### src/rtl/core/itt_pkg.sv
// Shared constants and types for the invalidated token tracker.
package itt_pkg;

	localparam int unsigned BUCKETS_DEF = 256;
	localparam int unsigned WAYS_DEF    = 4;
	localparam int unsigned TOKEN_W     = 256;
	localparam int unsigned HASH_W      = 32;
	localparam int unsigned KILL_BIT    = 9;

	typedef enum logic [1:0] {
		K_INVAL = 2'd0,
		K_EXEC  = 2'd1,
		K_EXIT  = 2'd2
	} kind_t;

endpackage

### src/rtl/core/itt_bucket_hash.sv
// Byte-wise h*31+byte token hash followed by a reciprocal-multiply reduction to a bucket index.
module itt_bucket_hash import itt_pkg::*; #(
	parameter int unsigned BUCKETS = BUCKETS_DEF
) (
	input  logic                         clk,
	input  logic                         arst_n,
	input  logic                         start,
	input  logic [TOKEN_W-1:0]           token,
	output logic                         done,
	output logic [$clog2(BUCKETS)-1:0]   bucket
);

	localparam int unsigned BktW       = $clog2(BUCKETS);
	localparam int unsigned HashSteps  = TOKEN_W / 16;
	localparam int unsigned CntW       = $clog2(HashSteps);
	// floor(h / BUCKETS) = (t + ((h - t) >> 1)) >> (BktW - 1), t = (h * RecipM) >> HASH_W
	localparam longint unsigned RecipFull =
		(((64'd1 << HASH_W) * ((64'd1 << BktW) - 64'(BUCKETS))) / 64'(BUCKETS)) + 64'd1;
	localparam logic [HASH_W-1:0] RecipM = HASH_W'(RecipFull);
	localparam logic [HASH_W-1:0] BktC   = HASH_W'(BUCKETS);

	typedef enum logic [4:0] {
		H_IDLE = 5'b00001,
		H_HASH = 5'b00010,
		H_MUL  = 5'b00100,
		H_QUO  = 5'b01000,
		H_REM  = 5'b10000
	} hstate_t;

	hstate_t             hstate_q;
	logic [CntW-1:0]     cnt_q;
	logic [HASH_W-1:0]   h_q;
	logic [HASH_W-1:0]   t_q;
	logic [HASH_W-1:0]   q_q;
	logic [BktW-1:0]     r_q;
	logic                done_q;
	logic [15:0]         pair;
	logic [HASH_W-1:0]   h_mid;
	logic [HASH_W-1:0]   h_next;
	logic [2*HASH_W-1:0] prod;
	logic [HASH_W-1:0]   q_next;
	logic [HASH_W-1:0]   r_full;

	// two bytes per cycle, lower byte index first
	assign pair   = token[{cnt_q, 4'b0000} +: 16];
	assign h_mid  = (h_q << 5) - h_q + {{(HASH_W-8){1'b0}}, pair[7:0]};
	assign h_next = (h_mid << 5) - h_mid + {{(HASH_W-8){1'b0}}, pair[15:8]};

	// quotient by reciprocal, then remainder, one step per cycle
	assign prod   = {{HASH_W{1'b0}}, h_q} * {{HASH_W{1'b0}}, RecipM};
	assign q_next = (t_q + ((h_q - t_q) >> 1)) >> (BktW - 1);
	assign r_full = h_q - q_q * BktC;

	always_ff @(posedge clk or negedge arst_n) begin
		if (!arst_n) begin
			hstate_q <= H_IDLE;
			cnt_q    <= '0;
			done_q   <= 1'b0;
		end else begin
			done_q <= 1'b0;
			case (hstate_q)
				H_IDLE: begin
					if (start) begin
						hstate_q <= H_HASH;
						cnt_q    <= '0;
					end
				end
				H_HASH: begin
					cnt_q <= cnt_q + 1'b1;
					if (cnt_q == CntW'(HashSteps - 1)) begin
						hstate_q <= H_MUL;
						cnt_q    <= '0;
					end
				end
				H_MUL: begin
					hstate_q <= H_QUO;
				end
				H_QUO: begin
					hstate_q <= H_REM;
				end
				H_REM: begin
					hstate_q <= H_IDLE;
					done_q   <= 1'b1;
				end
				default: begin
					hstate_q <= H_IDLE;
				end
			endcase
		end
	end

	always_ff @(posedge clk) begin
		case (hstate_q)
			H_IDLE: begin
				h_q <= '0;
			end
			H_HASH: begin
				h_q <= h_next;
			end
			H_MUL: begin
				t_q <= prod[2*HASH_W-1:HASH_W];
			end
			H_QUO: begin
				q_q <= q_next;
			end
			H_REM: begin
				r_q <= r_full[BktW-1:0];
			end
			default: begin
				h_q <= h_q;
			end
		endcase
	end

	assign done   = done_q;
	assign bucket = r_q;

endmodule
### config.mk
export PLATFORM = sky130hd
export DESIGN_NAME = itt_bucket_hash
export DESIGN_NICKNAME = d
export VERILOG_FILES = /design/src/rtl/core/itt_pkg.sv /design/src/rtl/core/itt_bucket_hash.sv
export SDC_FILE = /design/constraint.sdc
export NUM_CORES = 1
export LEC_CHECK = 0
export BUFFER_PORTS_ARGS = -buffer_cell sky130_fd_sc_hd__buf_4
export CAP_MARGIN = 0
export CORE_AREA = 2 2 105 107
export DETAILED_ROUTE_END_ITERATION = 10
export DIE_AREA = 0 0 107 109
export HOLD_SLACK_MARGIN = 0.12
export PLACE_DENSITY = 0.69
export SLEW_MARGIN = 10
export SYNTH_ARGS = -nofsm -noshare
export SYNTH_HDL_FRONTEND = slang
export SYNTH_SLANG_ARGS = --single-unit
### constraint.sdc
create_clock -name clk -period 6.6 [get_ports clk]
set_input_delay 1.32 -clock clk [delete_from_list [all_inputs] [get_ports clk]]
set_output_delay 1.32 -clock clk [all_outputs]
set_load 0.02 [all_outputs]
==> results of run 1 <==
==> critical path, delay by kind of cell <==
| kind | cells | cell delay, ns |
|---|---|---|
| XOR/XNOR | 3 | 0.47 |
| adder cells (fa/ha/maj) | 5 | 1.79 |
| buffers and inverters | 2 | 0.15 |
| AND/OR/NAND/NOR | 1 | 0.10 |
| AO/OA/AOI/OAI | 5 | 0.81 |
| multiplexers | 2 | 0.95 |
==> cell type report <==
class | instances | area [µm²]
Clock buffer | 4 | 45.0
Tap cell | 140 | 175
Fill cell | 893 | 4820
Inverter | 21 | 78.8
Sequential cell | 26 | 737
Timing Repair Buffer | 273 | 2050
Multi-Input combinational cell | 181 | 2700
==> state kept, by name, summed over array words and instances, names as in the netlist <==
register  count
hstate_q      5
bucket        8
cnt_q         4
done          1
h_q           8
==> per-layer routing <==
layer,share of wire,vias up,routed length [µm],GRT usage
met5,0.0012,-,16,0
met3,0.067,28,933,0.0466
li1,-,1554,-,-
met2,0.52,160,7160,0.402
met4,0.027,2,377,0.0724
met1,0.39,1737,5360,0.300
==> synthesized netlist by cell type, types with 2 or more instances <==
cell,count,area [µm²]
nand2_1,3,11.3
buf_6,2,22.5
buf_2,12,60.1
or3_1,2,12.5
dfrtp_1,9,225
clkbuf_1,5,18.8
edfxtp_1,16,480
ha_1,23,288
fa_1,6,120
or3b_2,2,17.5
inv_1,21,78.8
nor3b_1,4,30.0
a21o_1,5,37.5
o21ai_0,5,25.0
a22o_1,2,17.5
mux4_2,78,1760
xnor2_1,12,105
nor3_1,2,10.0
a211oi_1,2,15.0
and2_1,2,12.5
a21oi_1,9,45.0
o21bai_1,4,30.0
mux2i_1,3,30.0
nor2_1,9,33.8
==> power by group <==
group	leakage (nW)	internal [W]	switching, W	total, W
combinational	2.27	0.00142	0.00122	0.00265
clock	0.0228	0.0000432	0.0000466	0.0000898
sequential	0.284	0.000249	0.000128	0.000376
total	2.58	0.00171	0.00140	0.00311
==> final timing paths <==
check                              endpoint  slack (ns)  cells past startpoint
worst max-delay path                 h_q[7]        1.14                     18
worst min-delay path              bucket[1]        0.46                      0
worst max register to register       h_q[7]        1.23                     17
worst min register to register    bucket[1]        0.46                      0
max in group asynchronous       hstate_q[0]        5.52                      1
min in group asynchronous       hstate_q[4]        0.86                      1
==> per-stage QoR <==
step           power, W  hold WS (ns)  utilization
2_1_floorplan   0.00243         0.426            -
3_3_place_gp    0.00298         0.434        0.541
3_5_place_dp    0.00302         0.446        0.541
4_1_cts         0.00312         0.466        0.545
5_1_grt         0.00342         0.481        0.545
6_report        0.00311         0.465        0.545
==> kinds of logic after synthesis <==
group | count (synthesis) | synth area share
compound gates | 30 | 0.0541
buf+inv | 40 | 0.0499
xor+xnor | 14 | 0.0378
simple gates | 25 | 0.0368
flops | 26 | 0.203
mux | 83 | 0.506
fa+ha+maj | 29 | 0.113
==> flow_metrics.env, run 1 <==
export IMPL_pre_cts_ws_ns=0.873
export IMPL_synthCells=247
export IMPL_start_util=0.340
export IMPL_period_minus_slack_ns=5.46
export IMPL_seq_area_frac_synth=0.203
export IMPL_clockRootBuffer="clkbuf_8"
export IMPL_finalHoldViolCount=0
export IMPL_synthToLayoutAreaGrowth_pct=60.2
export IMPL_num_vias=3481
export IMPL_max_freq_mhz=183
export IMPL_synth_nets=535
export IMPL_ctsHtreeMaxLevel=1
export IMPL_rsz0062_at_grt="no"
export IMPL_cts_setup_buffers=0
export IMPL_drive_above_1_share=0.713
export IMPL_pin_count=268
export IMPL_synthArstFlopShare=0.385
export IMPL_dp_cells=641
export IMPL_synth_ff_type="edfxtp_1"
export IMPL_avgSynthCellArea_um2=14.6
export IMPL_stdcell_area_um2=5780
export IMPL_path_class="in -> reg"
export IMPL_final_max_slew_violation_count=0
export IMPL_die_area_um2=11700
export IMPL_nets=794
export IMPL_ctsLongestPathBuffers=2
export IMPL_grt_ovfl_total=0
export IMPL_startpoint="token[49]"
export IMPL_min_path_type="reg -> reg"
export IMPL_antenna_found_initial=1
export IMPL_crit_path_end_kind="register"
export IMPL_drtIter0Drc=155
export IMPL_powerDensity_nw_per_um2=538
export IMPL_layout_setup_ws_ns=1.14
export IMPL_via_per_inst=5.40
export IMPL_cts_tree="yes"
export IMPL_drc=0
export IMPL_grt_pass1_wl_mm=20.4
export IMPL_cpPeakStageDelay_ns=0.54
export IMPL_grt_start_max_net_pins=40
export IMPL_clock_skew_ns=0.00565
export IMPL_insertion_delay_ns=0.27
export IMPL_cp_max_fo=3
export IMPL_worst_path_most_repeated_cell="ha_1"
export IMPL_ant_nets=0
export IMPL_final_common_cell="buf_4"
export IMPL_die_w_um=107
export IMPL_cp_required_ns=6.73
export IMPL_n_antenna_cell=0
export IMPL_worst_slew_pin_slew_ns=1.07
export IMPL_die_h_um=109
export IMPL_status="completed"
export IMPL_clkTransAtPathRegs_ns=0.08
export IMPL_hold_buffers=0
export IMPL_maxCapViolCount=0
export IMPL_synth_cell_types=33
export IMPL_peakVddDrop_mv=0.463
export IMPL_cts_num_sinks=26
export IMPL_io_buffer_count=267
export IMPL_grt_usage=0.234
export IMPL_cp_arrival_ns=5.59
export IMPL_synth_warnings=0
export IMPL_slew_headroom=0.285
export IMPL_fin_cells=645
export IMPL_grt_pass1_vias=3735
export IMPL_fin_crit_sh=0.827
export IMPL_final_cell_mix="buf_4 (273), mux4_2 (78), ha_1 (23), inv_1 (21), edfxtp_1 (16)"
export IMPL_min_from="h_q[1]"
export IMPL_cp_slowest_cell="fa_1"
export IMPL_drtPass1Iterations=4
export IMPL_dp_hpwl_mm=12.2
export IMPL_coreArea_um2=10600
export IMPL_fin_tns_setup_ns=0
export IMPL_gp_congestion=0.964
export IMPL_ctsResizeCount=0
export IMPL_fp_row_count=38
export IMPL_cp_start_kind="input pin"
export IMPL_ys_ff_latch=26
export IMPL_route_detailed_wl_per_inst_um=21.5
export IMPL_setup_viol=0
export IMPL_r2r_start="cnt_q[0]"
export IMPL_numCtsBuffers=3
export IMPL_totalWireLength_mm=13.9
export IMPL_p_leak_nw=2.58
export IMPL_synth_edff_count=16
export IMPL_cp_cell_sequence="buf_4 -> mux4_2 -> mux4_2 -> ha_1 -> ha_1 -> fa_1 -> a21o_1 -> a21oi_1 -> xnor2_1 -> fa_1 -> inv_1 -> ha_1 -> o21ai_0 -> o21bai_1 -> a21oi_1 -> xnor2_1 -> xnor3_1 -> nor2_1"
export IMPL_synth_area_um2=3610
export IMPL_post_dp_cell_area_um2=5740
(Power assumes the default switching activity.)
==> inputs of run 2 (changes only) <==
--- a/config.mk
+++ b/config.mk
@@ -5,13 +5,14 @@
 export SDC_FILE = /design/constraint.sdc
 export NUM_CORES = 1
 export LEC_CHECK = 0
+export ABC_AREA = 1
 export BUFFER_PORTS_ARGS = -buffer_cell sky130_fd_sc_hd__buf_4
 export CAP_MARGIN = 0
-export CORE_AREA = 2 2 105 107
+export CORE_AREA = 2 2 104 106
 export DETAILED_ROUTE_END_ITERATION = 10
-export DIE_AREA = 0 0 107 109
+export DIE_AREA = 0 0 106 108
 export HOLD_SLACK_MARGIN = 0.12
-export PLACE_DENSITY = 0.69
+export PLACE_DENSITY = 0.76
 export SLEW_MARGIN = 10
 export SYNTH_ARGS = -nofsm -noshare
 export SYNTH_HDL_FRONTEND = slang
==> constraint.sdc (replaced) <==
create_clock -name clk -period 5.1 [get_ports clk]
set_input_delay 1.02 -clock clk [delete_from_list [all_inputs] [get_ports clk]]
set_output_delay 1.02 -clock clk [all_outputs]
set_load 0.02 [all_outputs]
==> flow_metrics.env, run 2 <==
export IMPL_synth_adder_area_share=0.0975
export IMPL_synthCells=651
export IMPL_finalPower_w=0.00481
export IMPL_coreArea_um2=10200
export IMPL_fp_row_count=37
export IMPL_io_buffer_count=267
export IMPL_wl_met2_mm=8.43
export IMPL_top_layer_used="met4"
export IMPL_path_class="reg -> reg"
export IMPL_clkTransAtPathRegs_ns=0.10
export IMPL_route_detailed_wl_per_inst_um=17.0
export IMPL_cts_num_sinks=26
export IMPL_nets=1174
export IMPL_ctsHtreeMaxLevel=1
export IMPL_numCtsBuffers=3
export IMPL_cp_arrival_ns=4.79
export IMPL_via_per_inst=5.56
export IMPL_synth_compound_area_frac=0.309
export IMPL_finalHoldViolCount=0
export IMPL_antenna_found_initial=0
export IMPL_synth_mux_area_frac=0
export IMPL_status="completed"
export IMPL_synth_area_um2=4180
export IMPL_wl_met1_mm=6.73
export IMPL_switching_share=0.564
export IMPL_peakVddDrop_mv=0.764
export IMPL_cpPeakStageDelay_ns=0.55
export IMPL_reg2regPathDepth=27
export IMPL_avgSynthCellArea_um2=6.43
export IMPL_max_freq_mhz=211
export IMPL_min_from="hstate_q[2]"
export IMPL_r2r_start="cnt_q[0]"
export IMPL_fin_crit_sh=0.930
export IMPL_worst_path_most_repeated_cell="nand2_1"
export IMPL_crit_buf_inv=4
export IMPL_clockRootBuffer="clkbuf_8"
export IMPL_final_common_cell="buf_4"
export IMPL_holdPathEnd="hstate_q[4]"
export IMPL_maxCapViolCount=0
export IMPL_synth_top_family_by_area="compound AO/OA/AOI/OAI gates"
export IMPL_grt_start_max_net_pins=62
export IMPL_cts_tree="yes"
export IMPL_synth_edff_count=16
export IMPL_synth_ff_type="edfxtp_1"
export IMPL_drtPass1Iterations=5
export IMPL_power_share_clock=0.036
export IMPL_n_antenna_cell=0
export IMPL_ys_top_cells_by_area="nand2_1 (12%), edfxtp_1 (11%), o21ai_0 (8.9%), nor2_1 (7.6%), ha_1 (6.9%)"
export IMPL_num_vias=5677
export IMPL_seq_power_share=0.078
export IMPL_pre_cts_ws_ns=0.0752
export IMPL_grt_pass1_vias=5625
export IMPL_totalWireLength_mm=17.4
export IMPL_setup_viol=0
export IMPL_worst_slew_pin_slew_ns=1.18
export IMPL_synth_cell_types=42
export IMPL_start_util=0.409
export IMPL_hold_buffers=0
export IMPL_synth_warnings=0
export IMPL_hold_path_depth=1
export IMPL_met3_length_mm=1.60
export IMPL_r2r_setup_slack_ns=0.36
export IMPL_grt_pass1_wl_mm=27.3
export IMPL_ctsLongestPathBuffers=2
export IMPL_seq_area_frac_synth=0.175
export IMPL_rsz0062_at_grt="no"
export IMPL_synth_top_area_frac=0.124
export IMPL_drtIter0Drc=410
export IMPL_synthMostInstantiatedCell="nand2_1"
export IMPL_synth_xor_area_share=0.0167
export IMPL_synth_nets=939
export IMPL_p_leak_nw=3.14
export IMPL_die_area_um2=11400
export IMPL_drive_above_1_share=0.340
export IMPL_insertion_delay_ns=0.28
export IMPL_switchingPower_w=0.00272
export IMPL_final_max_slew_violation_count=0
export IMPL_layout_setup_ws_ns=0.356
export IMPL_post_route_util=0.611
export IMPL_crit_path_end_kind="register"
export IMPL_synthToLayoutAreaGrowth_pct=49.4
export IMPL_cp_top_family="adder cells"
export IMPL_slew_headroom=0.209
export IMPL_ys_ff_latch=26
export IMPL_synthTopCellsByCount="nand2_1 (138), nor2_1 (85), o21ai_0 (74)"
export IMPL_cp_start_kind="register"
export IMPL_synthArstFlopShare=0.385
export IMPL_powerDensity_nw_per_um2=770
export IMPL_die_h_um=108
export IMPL_pwr_share_comb=0.886
export IMPL_fin_tns_setup_ns=0
export IMPL_r2r_end="h_q[7]"
export IMPL_grt_ovfl_total=0
export IMPL_cp_max_fo=52
export IMPL_p_int_w=0.00210
export IMPL_gp_congestion=0.972
export IMPL_dp_hpwl_mm=14.0
export IMPL_yosysTopAreaCell="nand2_1"
export IMPL_final_cell_mix="buf_4 (281), nand2_1 (138), nor2_1 (85), o21ai_0 (74), inv_1 (56)"
export IMPL_pin_count=268
export IMPL_die_w_um=106
export IMPL_period_minus_slack_ns=4.74
export IMPL_ant_nets=0
export IMPL_min_path_type="reg -> reg"
export IMPL_fillers=994
export IMPL_grt_usage=0.297
export IMPL_clock_skew_ns=0.00895
export IMPL_cp_slowest_cell="dfrtp_4"
export IMPL_drc=0
export IMPL_cp_required_ns=5.15
export IMPL_synthSimpleGateAreaFrac=0.272
## run 2: per-layer routing
metal | up-vias | global-route usage
met5 | - | 0
met4 | 0 | 0.111
li1 | 2746 | -
met3 | 40 | 0.0687
met1 | 2607 | 0.347
met2 | 284 | 0.532
## run 2: stage by stage
stage / instance area (µm²) / hold slack, ns / instances
finish: 6250 / 0.453 / 1021
CTS: 6240 / 0.450 / 1021
detailed placement: 6170 / 0.438 / 1017
floorplan: 4180 / 0.420 / 651
global route: 6250 / 0.477 / 1021
global placement: 6170 / 0.434 / 1017
## run 2: area by class of cell
class                   instances  area, µm²  area share
repair buffers                282       2130       0.341
multi-input cells             514       2910       0.465
inverters                      59        234      0.0374
flip-flops and latches         26        737       0.118
well taps                     136        170      0.0272
clock buffers                   3       41.3     0.00660
clock inverters                 1       30.0     0.00480
## run 2: power by group through the flow
stage	Clock [W]	Combinational, W	Sequential [W]
2_1_floorplan	0	0.00330	0.000348
3_3_place_gp	0	0.00408	0.000378
3_5_place_dp	0	0.00419	0.000380
4_1_cts	0.000173	0.00423	0.000375
5_1_grt	0.000179	0.00488	0.000384
6_report	0.000173	0.00426	0.000377
## run 2: cells by family (layout without fill, tap and decap cells)
kind of cell,after synthesis,count (layout)
AO/OA/AOI/OAI,206,206
XOR/XNOR,8,8
adder cells (fa/ha/maj),29,29
buffers and inverters,111,345
flip-flops,26,26
AND/OR/NAND/NOR,271,271
## run 2: worst max-delay path by stage
stage,startpoint,endpoint,slack [ns],cells after the start
5_1_grt,token[148],h_q[7],0.04,27
3_3_place_gp,token[113],h_q[7],0.18,26
6_report,cnt_q[0],h_q[7],0.36,27
3_5_place_dp,token[97],h_q[7],0.08,26
4_1_cts,cnt_q[0],h_q[7],0.21,27
2_1_floorplan,token[17],h_q[7],0.53,25
## run 2: timing repair
action | in CTS | in global routing
gates resized for setup | 0 | 3
endpoints found under the setup margin | 0 | 1
setup buffers | 0 | 0
